===== src/rtl/trde_pkg.sv =====
`default_nettype none
package trde_pkg;

  localparam int RecBytes = 18;
  localparam int CntW     = 5;
  localparam int FillW    = 21;
  localparam int LenW     = 13;

  typedef enum logic [1:0] {
    OP_RECORD     = 2'd0,
    OP_EXT_HEADER = 2'd1,
    OP_PAYLOAD    = 2'd2,
    OP_RESERVED   = 2'd3
  } opcode_t;

  localparam logic [7:0]       MARKER_BYTE     = 8'h7F;
  localparam logic [7:0]       PACKED_FLAG     = 8'h80;
  localparam logic [6:0]       CTRL_RESERVED   = 7'h7F;
  localparam logic [FillW-1:0] FILL_MAX        = 21'h1FFFFF;
  localparam logic [FillW-1:0] THRESHOLD_RESET = 21'd65536;

  localparam logic [4:0] AC_PLAIN      = 5'h00;
  localparam logic [4:0] AC_EQUAL      = 5'h01;
  localparam logic [4:0] AC_UP_SMALL   = 5'h01;
  localparam logic [4:0] AC_DOWN_SMALL = 5'h09;
  localparam logic [4:0] AC_UP_BASE    = 5'h12;
  localparam logic [4:0] AC_DOWN_BASE  = 5'h15;

  localparam logic [2:0] CC_PLAIN = 3'd0;
  localparam logic [2:0] CC_BYTE  = 3'd6;
  localparam logic [2:0] CC_WORD  = 3'd7;

  typedef struct packed {
    logic [0:RecBytes-1][7:0] bytes;
    logic [CntW-1:0]          count;
    logic                     boundary;
  } rec_t;

endpackage
`default_nettype wire


===== src/rtl/trace_record_delta_encoder.sv =====
// Channel   Transaction at clk edge   Carries
// input     push && !full             opcode, record fields, payload_byte
// result    pop && !empty             out_byte, last_of_item, packet_boundary
// config    cfg_wen                   packet_threshold (cfg_wdata)
//
// An item is classified and coded combinationally and lands in a two-entry
// record queue; input stalls only while that queue is full.
// Bytes leave the output register at one per cycle while pop is held and bytes
// are queued; a record or extended header is 2 to 18 bytes, a payload item 1.
// The first byte is written to the record queue and then to the output register.
// rst is synchronous; threshold returns to 65536, all history to zero.
`default_nettype none
module trace_record_delta_encoder #(
  parameter int unsigned MAX_PAYLOAD_BYTES = 4096
) (
  input  logic        clk,
  input  logic        rst,
  input  logic        cfg_wen,
  input  logic [20:0] cfg_wdata,
  input  logic        push,
  output logic        full,
  input  logic [1:0]  opcode,
  input  logic [6:0]  control_code,
  input  logic [7:0]  component,
  input  logic [31:0] address,
  input  logic [63:0] cycle_number,
  input  logic [31:0] record_tag,
  input  logic [12:0] payload_length,
  input  logic [7:0]  payload_byte,
  output logic        empty,
  input  logic        pop,
  output logic [7:0]  out_byte,
  output logic        last_of_item,
  output logic        packet_boundary
);
  import trde_pkg::*;

  rec_t front_rec, q_rec;
  logic front_push, q_full, q_valid, q_pop;

  assign full = q_full;

  trde_front #(
    .MAX_PAYLOAD_BYTES(MAX_PAYLOAD_BYTES)
  ) u_front (
    .clk           (clk),
    .rst           (rst),
    .cfg_wen       (cfg_wen),
    .cfg_wdata     (cfg_wdata),
    .accept        (push && !q_full),
    .opcode        (opcode),
    .control_code  (control_code),
    .component     (component),
    .address       (address),
    .cycle_number  (cycle_number),
    .record_tag    (record_tag),
    .payload_length(payload_length),
    .payload_byte  (payload_byte),
    .push          (front_push),
    .rec           (front_rec)
  );

  trde_queue u_queue (
    .clk     (clk),
    .rst     (rst),
    .push    (front_push),
    .wdata   (front_rec),
    .pop     (q_pop),
    .rdata   (q_rec),
    .full    (q_full),
    .nonempty(q_valid)
  );

  trde_back u_back (
    .clk            (clk),
    .rst            (rst),
    .q_valid        (q_valid),
    .q_rec          (q_rec),
    .q_pop          (q_pop),
    .pop            (pop),
    .empty          (empty),
    .out_byte       (out_byte),
    .last_of_item   (last_of_item),
    .packet_boundary(packet_boundary)
  );

endmodule
`default_nettype wire


===== src/rtl/trde_front.sv =====
`default_nettype none
module trde_front #(
  parameter int unsigned MAX_PAYLOAD_BYTES = 4096
) (
  input  logic                      clk,
  input  logic                      rst,
  input  logic                      cfg_wen,
  input  logic [20:0]               cfg_wdata,
  input  logic                      accept,
  input  logic [1:0]                opcode,
  input  logic [6:0]                control_code,
  input  logic [7:0]                component,
  input  logic [31:0]               address,
  input  logic [63:0]               cycle_number,
  input  logic [31:0]               record_tag,
  input  logic [12:0]               payload_length,
  input  logic [7:0]                payload_byte,
  output logic                      push,
  output trde_pkg::rec_t            rec
);
  import trde_pkg::*;

  logic [FillW-1:0] threshold;
  logic [31:0]      prev_addr;
  logic [63:0]      prev_cyc;
  logic [FillW-1:0] fill;
  logic [LenW-1:0]  remaining;

  opcode_t          op;
  logic             a_up;
  logic [31:0]      a_d;
  logic [4:0]       ae;
  logic [2:0]       na;
  logic [0:3][7:0]  addr_b;
  logic [63:0]      c_d;
  logic [2:0]       ce;
  logic [3:0]       nc;
  logic [0:7][7:0]  cyc_b;
  logic [0:7][7:0]  tail_b;
  logic             packed_hdr;
  logic [7:0]       hdr0;
  logic [1:0]       h;
  logic [CntW-1:0]  oa, oc, ot;
  logic [CntW-1:0]  n_norm, n_ext, n_sel;
  logic [LenW-1:0]  len_c;
  logic             produce, record_end, boundary;
  logic [FillW:0]   fill_sum;
  logic [FillW-1:0] fill_sat;
  logic [CntW-1:0]  kk;

  assign op = opcode_t'(opcode);

  always_comb begin
    a_up = address > prev_addr;
    a_d  = a_up ? address - prev_addr : prev_addr - address;
    if (address == prev_addr) begin
      ae = AC_EQUAL;
      na = 3'd0;
    end else if (a_d <= 32'd8) begin
      ae = (a_up ? AC_UP_SMALL : AC_DOWN_SMALL) + a_d[4:0];
      na = 3'd0;
    end else if (a_d[31:8] == 24'd0) begin
      ae = a_up ? AC_UP_BASE : AC_DOWN_BASE;
      na = 3'd1;
    end else if (a_d[31:16] == 16'd0) begin
      ae = (a_up ? AC_UP_BASE : AC_DOWN_BASE) + 5'd1;
      na = 3'd2;
    end else if (a_d[31:24] == 8'd0) begin
      ae = (a_up ? AC_UP_BASE : AC_DOWN_BASE) + 5'd2;
      na = 3'd3;
    end else begin
      ae = AC_PLAIN;
      na = 3'd4;
    end
    case (na)
      3'd1:    addr_b = {a_d[7:0], 24'd0};
      3'd2:    addr_b = {a_d[15:0], 16'd0};
      3'd3:    addr_b = {a_d[23:0], 8'd0};
      default: addr_b = address;
    endcase

    c_d = cycle_number - prev_cyc;
    if (c_d <= 64'd4) begin
      ce    = c_d[2:0] + 3'd1;
      nc    = 4'd0;
      cyc_b = cycle_number;
    end else if (c_d[63:8] == 56'd0) begin
      ce    = CC_BYTE;
      nc    = 4'd1;
      cyc_b = {c_d[7:0], 56'd0};
    end else if (c_d[63:16] == 48'd0) begin
      ce    = CC_WORD;
      nc    = 4'd2;
      cyc_b = {c_d[15:0], 48'd0};
    end else begin
      ce    = CC_PLAIN;
      nc    = 4'd8;
      cyc_b = cycle_number;
    end

    packed_hdr = (control_code <= 7'd15) && (component <= 8'd7);
    hdr0 = packed_hdr ? (PACKED_FLAG | {1'b0, component[2:0], control_code[3:0]})
                      : {1'b0, control_code};
    h    = packed_hdr ? 2'd1 : 2'd2;

    if ({19'd0, payload_length} > 32'(MAX_PAYLOAD_BYTES)) begin
      len_c = LenW'(MAX_PAYLOAD_BYTES);
    end else begin
      len_c = payload_length;
    end
    tail_b = {record_tag, {(32 - LenW){1'b0}}, len_c};

    oa     = CntW'(h) + 5'd1;
    oc     = oa + CntW'(na);
    n_norm = oc + CntW'(nc);
    ot     = 5'd2 + CntW'(nc);
    n_ext  = ot + 5'd8;

    case (op)
      OP_RECORD: begin
        produce    = control_code != CTRL_RESERVED;
        record_end = 1'b1;
        n_sel      = n_norm;
      end
      OP_EXT_HEADER: begin
        produce    = 1'b1;
        record_end = len_c == '0;
        n_sel      = n_ext;
      end
      OP_PAYLOAD: begin
        produce    = remaining != '0;
        record_end = remaining == LenW'(1);
        n_sel      = 5'd1;
      end
      default: begin
        produce    = 1'b0;
        record_end = 1'b0;
        n_sel      = 5'd1;
      end
    endcase

    fill_sum = {1'b0, fill} + (FillW + 1)'(n_sel);
    fill_sat = fill_sum[FillW] ? FILL_MAX : fill_sum[FillW-1:0];
    boundary = record_end && (fill_sat >= threshold);

    kk = '0;
    for (int k = 0; k < RecBytes; k++) begin
      kk = CntW'(k);
      case (op)
        OP_RECORD: begin
          if (kk == 5'd0) begin
            rec.bytes[k] = hdr0;
          end else if (kk < CntW'(h)) begin
            rec.bytes[k] = component;
          end else if (kk == CntW'(h)) begin
            rec.bytes[k] = {ae, ce};
          end else if (kk < oc) begin
            rec.bytes[k] = addr_b[2'(kk - oa)];
          end else begin
            rec.bytes[k] = cyc_b[3'(kk - oc)];
          end
        end
        OP_EXT_HEADER: begin
          if (kk == 5'd0) begin
            rec.bytes[k] = MARKER_BYTE;
          end else if (kk == 5'd1) begin
            rec.bytes[k] = {5'd0, ce};
          end else if (kk < ot) begin
            rec.bytes[k] = cyc_b[3'(kk - 5'd2)];
          end else begin
            rec.bytes[k] = tail_b[3'(kk - ot)];
          end
        end
        default: rec.bytes[k] = payload_byte;
      endcase
    end
    rec.count    = n_sel;
    rec.boundary = boundary;
  end

  assign push = accept && produce;

  always_ff @(posedge clk) begin
    if (rst) begin
      threshold <= THRESHOLD_RESET;
      prev_addr <= '0;
      prev_cyc  <= '0;
      fill      <= '0;
      remaining <= '0;
    end else begin
      if (cfg_wen) begin
        threshold <= cfg_wdata;
      end
      if (push) begin
        fill <= boundary ? '0 : fill_sat;
        if (boundary) begin
          prev_addr <= '0;
          prev_cyc  <= '0;
        end else begin
          if (op == OP_RECORD) begin
            prev_addr <= address;
          end
          if (op == OP_RECORD || op == OP_EXT_HEADER) begin
            prev_cyc <= cycle_number;
          end
        end
        case (op)
          OP_RECORD:     remaining <= '0;
          OP_EXT_HEADER: remaining <= len_c;
          default:       remaining <= remaining - LenW'(1);
        endcase
      end
    end
  end

endmodule
`default_nettype wire


===== src/rtl/trde_queue.sv =====
`default_nettype none
module trde_queue (
  input  logic           clk,
  input  logic           rst,
  input  logic           push,
  input  trde_pkg::rec_t wdata,
  input  logic           pop,
  output trde_pkg::rec_t rdata,
  output logic           full,
  output logic           nonempty
);
  import trde_pkg::*;

  rec_t       store [2];
  logic       wr_ptr, rd_ptr;
  logic [1:0] level;

  assign full     = level == 2'd2;
  assign nonempty = level != 2'd0;
  assign rdata    = store[rd_ptr];

  always_ff @(posedge clk) begin
    if (push) begin
      store[wr_ptr] <= wdata;
    end
  end

  always_ff @(posedge clk) begin
    if (rst) begin
      wr_ptr <= 1'b0;
      rd_ptr <= 1'b0;
      level  <= 2'd0;
    end else begin
      if (push) begin
        wr_ptr <= ~wr_ptr;
      end
      if (pop) begin
        rd_ptr <= ~rd_ptr;
      end
      case ({push, pop})
        2'b10:   level <= level + 2'd1;
        2'b01:   level <= level - 2'd1;
        default: level <= level;
      endcase
    end
  end

endmodule
`default_nettype wire


===== src/rtl/trde_back.sv =====
`default_nettype none
module trde_back (
  input  logic           clk,
  input  logic           rst,
  input  logic           q_valid,
  input  trde_pkg::rec_t q_rec,
  output logic           q_pop,
  input  logic           pop,
  output logic           empty,
  output logic [7:0]     out_byte,
  output logic           last_of_item,
  output logic           packet_boundary
);
  import trde_pkg::*;

  logic            out_valid;
  logic [CntW-1:0] idx;
  logic            load, take, is_last;

  assign load    = !out_valid || pop;
  assign take    = load && q_valid;
  assign is_last = idx == (q_rec.count - CntW'(1));
  assign q_pop   = take && is_last;
  assign empty   = !out_valid;

  always_ff @(posedge clk) begin
    if (rst) begin
      out_valid <= 1'b0;
      idx       <= '0;
    end else begin
      if (load) begin
        out_valid <= q_valid;
      end
      if (take) begin
        idx <= is_last ? '0 : idx + CntW'(1);
      end
    end
  end

  always_ff @(posedge clk) begin
    if (take) begin
      out_byte        <= q_rec.bytes[idx];
      last_of_item    <= is_last;
      packet_boundary <= is_last && q_rec.boundary;
    end
  end

endmodule
`default_nettype wire


===== config.mk =====
export PLATFORM = sky130hd
export DESIGN_NAME = trace_record_delta_encoder
export DESIGN_NICKNAME = d
export VERILOG_FILES = /design/src/rtl/trde_pkg.sv /design/src/rtl/trace_record_delta_encoder.sv /design/src/rtl/trde_front.sv /design/src/rtl/trde_queue.sv /design/src/rtl/trde_back.sv
export SDC_FILE = /design/constraint.sdc
export NUM_CORES = 2
export LEC_CHECK = 0
export BUFFER_PORTS_ARGS = -buffer_cell sky130_fd_sc_hd__buf_2
export CAP_MARGIN = 20
export CORE_MARGIN = 4
export CORE_UTILIZATION = 40
export DETAILED_ROUTE_END_ITERATION = 10
export PLACE_DENSITY = 0.65
export SYNTH_ARGS = -nofsm -noshare
export SYNTH_HDL_FRONTEND = slang
export SYNTH_SLANG_ARGS = --single-unit

===== constraint.sdc =====
create_clock -name clk -period 13.9 [get_ports clk]
set_input_delay 2.78 -clock clk [delete_from_list [all_inputs] [get_ports clk]]
set_output_delay 2.78 -clock clk [all_outputs]
set_load 0.01 [all_outputs]

; Word level (Yosys, flattened, before mapping)
; Memories as Yosys holds them, arrays and structs flattened. A register that Yosys moved wholly into a read port is not among the register bits.
; Cells that the tools add are included.
[classes]
eq_ne = 15
reduce_logical = 25
bitwise_logic = 53
n_mux = 253
magnitude_cmp = 95
add_sub_neg = 68
[op_table]
columns = cell, n
row1 = 2-to-1 mux 8 bit, 143
row2 = binary-select mux 8 bit (select 3 bit), 33
row3 = 2-to-1 mux 64 bit, 5
row4 = one-hot mux 8 bit (2 select lines), 18
row5 = binary-select mux 8 bit (select 2 bit), 17
row6 = "greater-or-equal comparator 4 bit, second input constant", 33
row7 = inverter 3 -> 4 bit, 33
row8 = 2-to-1 mux 32 bit, 3
row9 = one-hot mux 32 bit (3 select lines), 1
row10 = "< comparator 4 x 5 -> 1 bit, first input constant", 16
row11 = "<= comparator 64 x 3 -> 1 bit, second input constant", 1
row12 = subtractor 32 bit, 2
row13 = subtractor 64 bit, 1
row14 = logical NOT 56 bit, 1
row15 = "greater-or-equal comparator 3 bit, second input constant", 17
row16 = inverter 2 -> 3 bit, 17
row17 = logical NOT 48 bit, 1
row18 = "subtractor 3 bit, first input constant", 16
row19 = 2-to-1 mux 21 bit, 2
row20 = binary-select mux 8 bit (select 5 bit), 1
row21 = "< comparator 3 x 5 -> 1 bit, first input constant", 8
row22 = equality test 32 bit, 1
row23 = greater-than comparator 32 bit, 1
row24 = "<= comparator 32 x 4 -> 1 bit, second input constant", 1
row25 = 61 further kinds, 137
[totals]
regBits = 171
out_inout_bits = 12
n_memories = 1
ram_bits = 300
[memory_table]
columns = name, words, width, rd, rd_clocked_by_memory_dff, wr, line_no
row1 = u_queue.store, 2, 150, 1, 1, 1, trde_queue.sv:14  ; rec_t store [2];

; Logic depth before layout (Yosys ltp)
[logic_depth]
word_depth = 18
depth_mapped = 56
ltp_nobuf = 50

; Hierarchy
; Synthesis repeated with hierarchy kept, for this count alone.
[unflattened]
cells_unflattened = 4368
hier_area_um2 = 39544.2
[by_module_without_submodules]
columns = mod, area_per_inst_um2, cells_per_inst, n_inst
row1 = trde_front, 26146.3, 3720, 1
row2 = trde_queue, 11434.7, 489, 1
row3 = trde_back, 1949.4, 158, 1
row4 = trace_record_delta_encoder, 13.8, 1, 1

; Worst setup path after synthesis
; Ideal clock, no wire load.
[synth_timing]
path_type = input to register
startpoint = in address[25]
endpoint = reg u_front.prev_cyc[10]
setup_ns = 0.060
setup_slack_ns = 0.797
t_arrival_ns = 13.043
path_stages = 54
cell_sequence = inv_1 > ha_1 > buf_2 > nand4_1 > or4_1 > nor2_4 > a211o_1 > buf_6 > buf_4 > a21oi_1 > o211a_1 > nor4_1 > o2111a_1 > nand4_1 > clkbuf_1 > a21oi_1 > ha_1 > inv_1 > [18 not listed] > clkbuf_1 > nand2_1 > ha_1 > o21a_1 > o21a_1 > o21a_1 > o21a_1 > o21a_1 > o21a_1 > o21ai_0 > a21oi_1 > o31ai_1 > a21oi_1 > o31ai_1 > nand3_1 > nor2_1 > clkbuf_1 > a22o_1
[synth_rtl]
columns = item, line_no
row1 = from (decl), trace_record_delta_encoder.sv:25  ; input logic [31:0] address,
row2 = to (signal assigned), trde_front.sv:204  ; prev_cyc <= cycle_number;
row3 = to (decl), trde_front.sv:25  ; logic [63:0] prev_cyc;

==> impl_metrics.py <==
metrics = {
    "outcome": {
        "status": "finished clean",
    },
    "setup_path": {
        "critPathKind": "in2reg",
        "r2r-start": "u_front.prev_addr[19]",
        "cp_data_required_time_ns": 14.50,
        "worstPathArrival_ns": 13.89,
        "rr_endpoint": "u_front.prev_cyc[20]",
        "r2r_cells": 46,
        "regToRegSetupSlack_ns": 2.63,
        "cp-end-kind": "flop",
        "cp_common_cell": "o21a_1",
        "cp_slowest_cell": "ha_1",
        "critical-path-max-stage-delay_ns": 0.56,
        "cp-start-kind": "primary input",
        "cp_max_fo": 64,
    },
    "routing": {
        "wirelength_microns": 187000,
        "dr.pass1.iters": 6,
        "wl_per_cell_microns": 33.4,
        "via_per_inst": 6.69,
        "vias": 37504,
        "drt_iter0_drc": 5452,
        "ant_nets": 0,
        "drc": 0,
    },
    "clock_tree": {
        "post_cts.repair.setup_buffers": 0,
        "hold_buffers": 0,
        "worstSkewPairLatency_ns": 0.68,
        "cts.path.max_buffers": 3,
        "tritoncts": "done",
        "cts_buffers": 54,
        "cts.sinks": 472,
        "cts_root_buf": "clkbuf_16",
        "htreeDepth": 2,
        "clk_pin_slew_ns": 0.06,
        "cts-resized-gates": 0,
    },
    "final_layout": {
        "synthToLayoutAreaGrowth_pct": 12.4,
        "fillerInstances": 9105,
        "final_util_pct": 45.7,
        "fin_cells": 5604,
        "nNetsFinal": 4686,
        "drive_above_1_share_pct": 15.3,
    },
    "floorplan": {
        "die-width_microns": 314,
        "core_sq_um": 92200,
        "fp.dieH_microns": 314,
        "ioPinCount": 204,
        "start_util_pct": 40.6,
        "num_rows": 111,
        "die_area_sq_um": 98600,
    },
    "timing": {
        "hold_violations": 0,
        "clock_skew_ns": 0.0400,
        "finalSetupViolCount": 0,
        "whs_ns": 0.463,
        "rsz0062_at_grt": "no",
        "slew_headroom_pct": 18.0,
        "finalCritPeriodShare_pct": 95.6,
        "clock.fmax_mhz": 75.2,
        "worst_slew_pin_slew_ns": 1.22,
        "min_period_ns": 13.29,
        "slew_viol_final": 0,
    },
    "grt": {
        "antenna_found_initial": 14,
        "grt_max_degree": 150,
        "first_global_vias": 35014,
        "grt_pass1_wl_microns": 262000,
        "grt_use_total_pct": 36.7,
        "grt_overflow": 0,
    },
    "job": {
        "drv_cap": 0,
    },
    "power_and_ir_drop": {
        "cellPowerDensity_nw_per_um2": 113,
        "p_leak_uw": 0.0157,
        "ir_worst_vdd_mv": 0.0991,
        "p_total_uw": 4760,
    },
    "hold_path": {
        "hold_class": "reg2reg",
        "holdCritStartpoint": "u_front.fill[4]",
        "holdPathStages": 2,
        "whs_endpoint": "u_front.fill[4]",
    },
    "synth": {
        "synth_seq_cells": 472,
        "syn_nets": 4543,
        "synth_cells": 4168,
        "yosysMostFrequentCell": "nand2_1",
        "synth_area_leaders": "edfxtp_1 (25%), dfxtp_1 (8.7%), mux4_2 (7.3%)",
        "yosys_warnings": 0,
        "synth_flop_cell": "edfxtp_1",
        "async_reset_ff_share_pct": 0,
        "synth_top_area_share_pct": 24.8,
        "synth-edff-count": 310,
        "synth_area_sq_um": 37500,
        "synth_commonest_cells": "nand2_1 (403), a21oi_1 (352), nor2_1 (316)",
        "ys_seq_area_share_pct": 33.5,
        "synth_area_leader_cell": "edfxtp_1",
        "yosysUniqueCellTypes": 105,
        "avgSynthCellArea_sq_um": 8.99,
    },
    "placement": {
        "gp_congestion": 1.10,
        "dp_hpwl_microns": 149000,
        "portBuffers": 203,
        "dp.cells": 5497,
    },
}
==> logic make-up after synthesis <==
kind of cell | synth area share (%)
compound gates | 25.9
xor+xnor | 2.05
fa+ha+maj | 6.21
buf+inv | 5.03
flops | 33.5
mux | 11.7
simple gates | 15.6
==> flip-flops by register name, indices dropped and copies added (netlist names), named ones only <==
name,count
u_queue.rd_ptr,1
u_back.out_valid,1
u_back.idx,5
u_back.last_of_item,1
u_front.threshold,21
u_queue.level,2
u_back.packet_boundary,1
u_front.prev_addr,32
u_front.prev_cyc,64
u_front.fill,21
u_front.remaining,13
u_queue.store,300
u_back.out_byte,8
u_queue.wr_ptr,1
==> how the worst max path moves through the flow <==
| stage | startpoint | to | slack [ns] | depth (start not counted) |
|---|---|---|---|---|
| 2_1_floorplan | address[25] | u_front.prev_cyc[10] | 0.80 | 54 |
| 3_3_place_gp | address[0] | u_front.prev_cyc[30] | -0.0009 | 54 |
| 3_5_place_dp | address[13] | u_front.prev_cyc[20] | -0.08 | 51 |
| 4_1_cts | address[0] | u_front.prev_cyc[20] | 0.54 | 54 |
| 5_1_grt | address[0] | u_front.prev_cyc[26] | 0.03 | 51 |
| 6_report | address[0] | u_front.prev_cyc[20] | 0.61 | 51 |
==> power breakdown <==
part	switching, uW	internal [uW]
Combinational	1020	526
Sequential	54.4	1680
Clock	626	862
==> placed cells by master, fill, tap and decap left out, drive strengths merged, types with 19 or more instances in the layout <==
cell	n
a211o	25
o21a	58
nand3	93
nand4	59
nor3	74
a22o	115
and3	39
or3	24
o22ai	39
mux2i	129
a221oi	35
nor4	33
a22oi	20
nor2	317
edfxtp	310
a211oi	39
nand2b	35
buf	342
and2	35
o21ai	349
o211ai	64
xnor2	53
o221ai	45
mux4	121
inv	221
mux2	33
a221o	31
ha	178
nand2	404
nor2b	37
a21oi	355
a21o	51
clkbuf	70
o21bai	19
dfxtp	162
xor2	32
a31oi	39
==> layout make-up <==
type                       instances  area, sq um  area share [%]
antenna                            5         12.5          0.0297
clock buffer                      69         1460            3.46
clock inverter                    32          412           0.978
inverter                         220          826            1.96
multi-input combinational       3220        23100            55.0
sequential                       472        12600            29.8
tap                             1243         1560            3.69
timing repair buffer             343         2130            5.06
==> per-stage QoR <==
step / setup TNS, ns / worst slack (ns) / area [sq um]
3_5_place_dp: -5.41 / -0.0751 / 40200
5_1_grt: 0 / 0.0257 / 42100
3_3_place_gp: -0.00319 / -0.000900 / 40200
2_1_floorplan: 0 / 0.797 / 37500
4_1_cts: 0 / 0.545 / 42100
6_report: 0 / 0.608 / 42100
==> critical path: cells and delay by family <==
kind                     cells  cell delay, ns
buffers and inverters        9            1.43
adder cells (fa/ha/maj)      7            2.41
AND/OR/NAND/NOR             13            2.42
AO/OA/AOI/OAI               22            4.79
==> layer usage <==
metal | vias up | GRT usage, % | routed length [microns]
met5 | - | 0 | 80
met4 | 10 | 19.3 | 12400
met3 | 557 | 7.74 | 18400
met2 | 2275 | 54.3 | 78500
met1 | 18399 | 50.5 | 77700
li1 | 16263 | - | -
No activity file was read; power rests on OpenSTA's default activity.
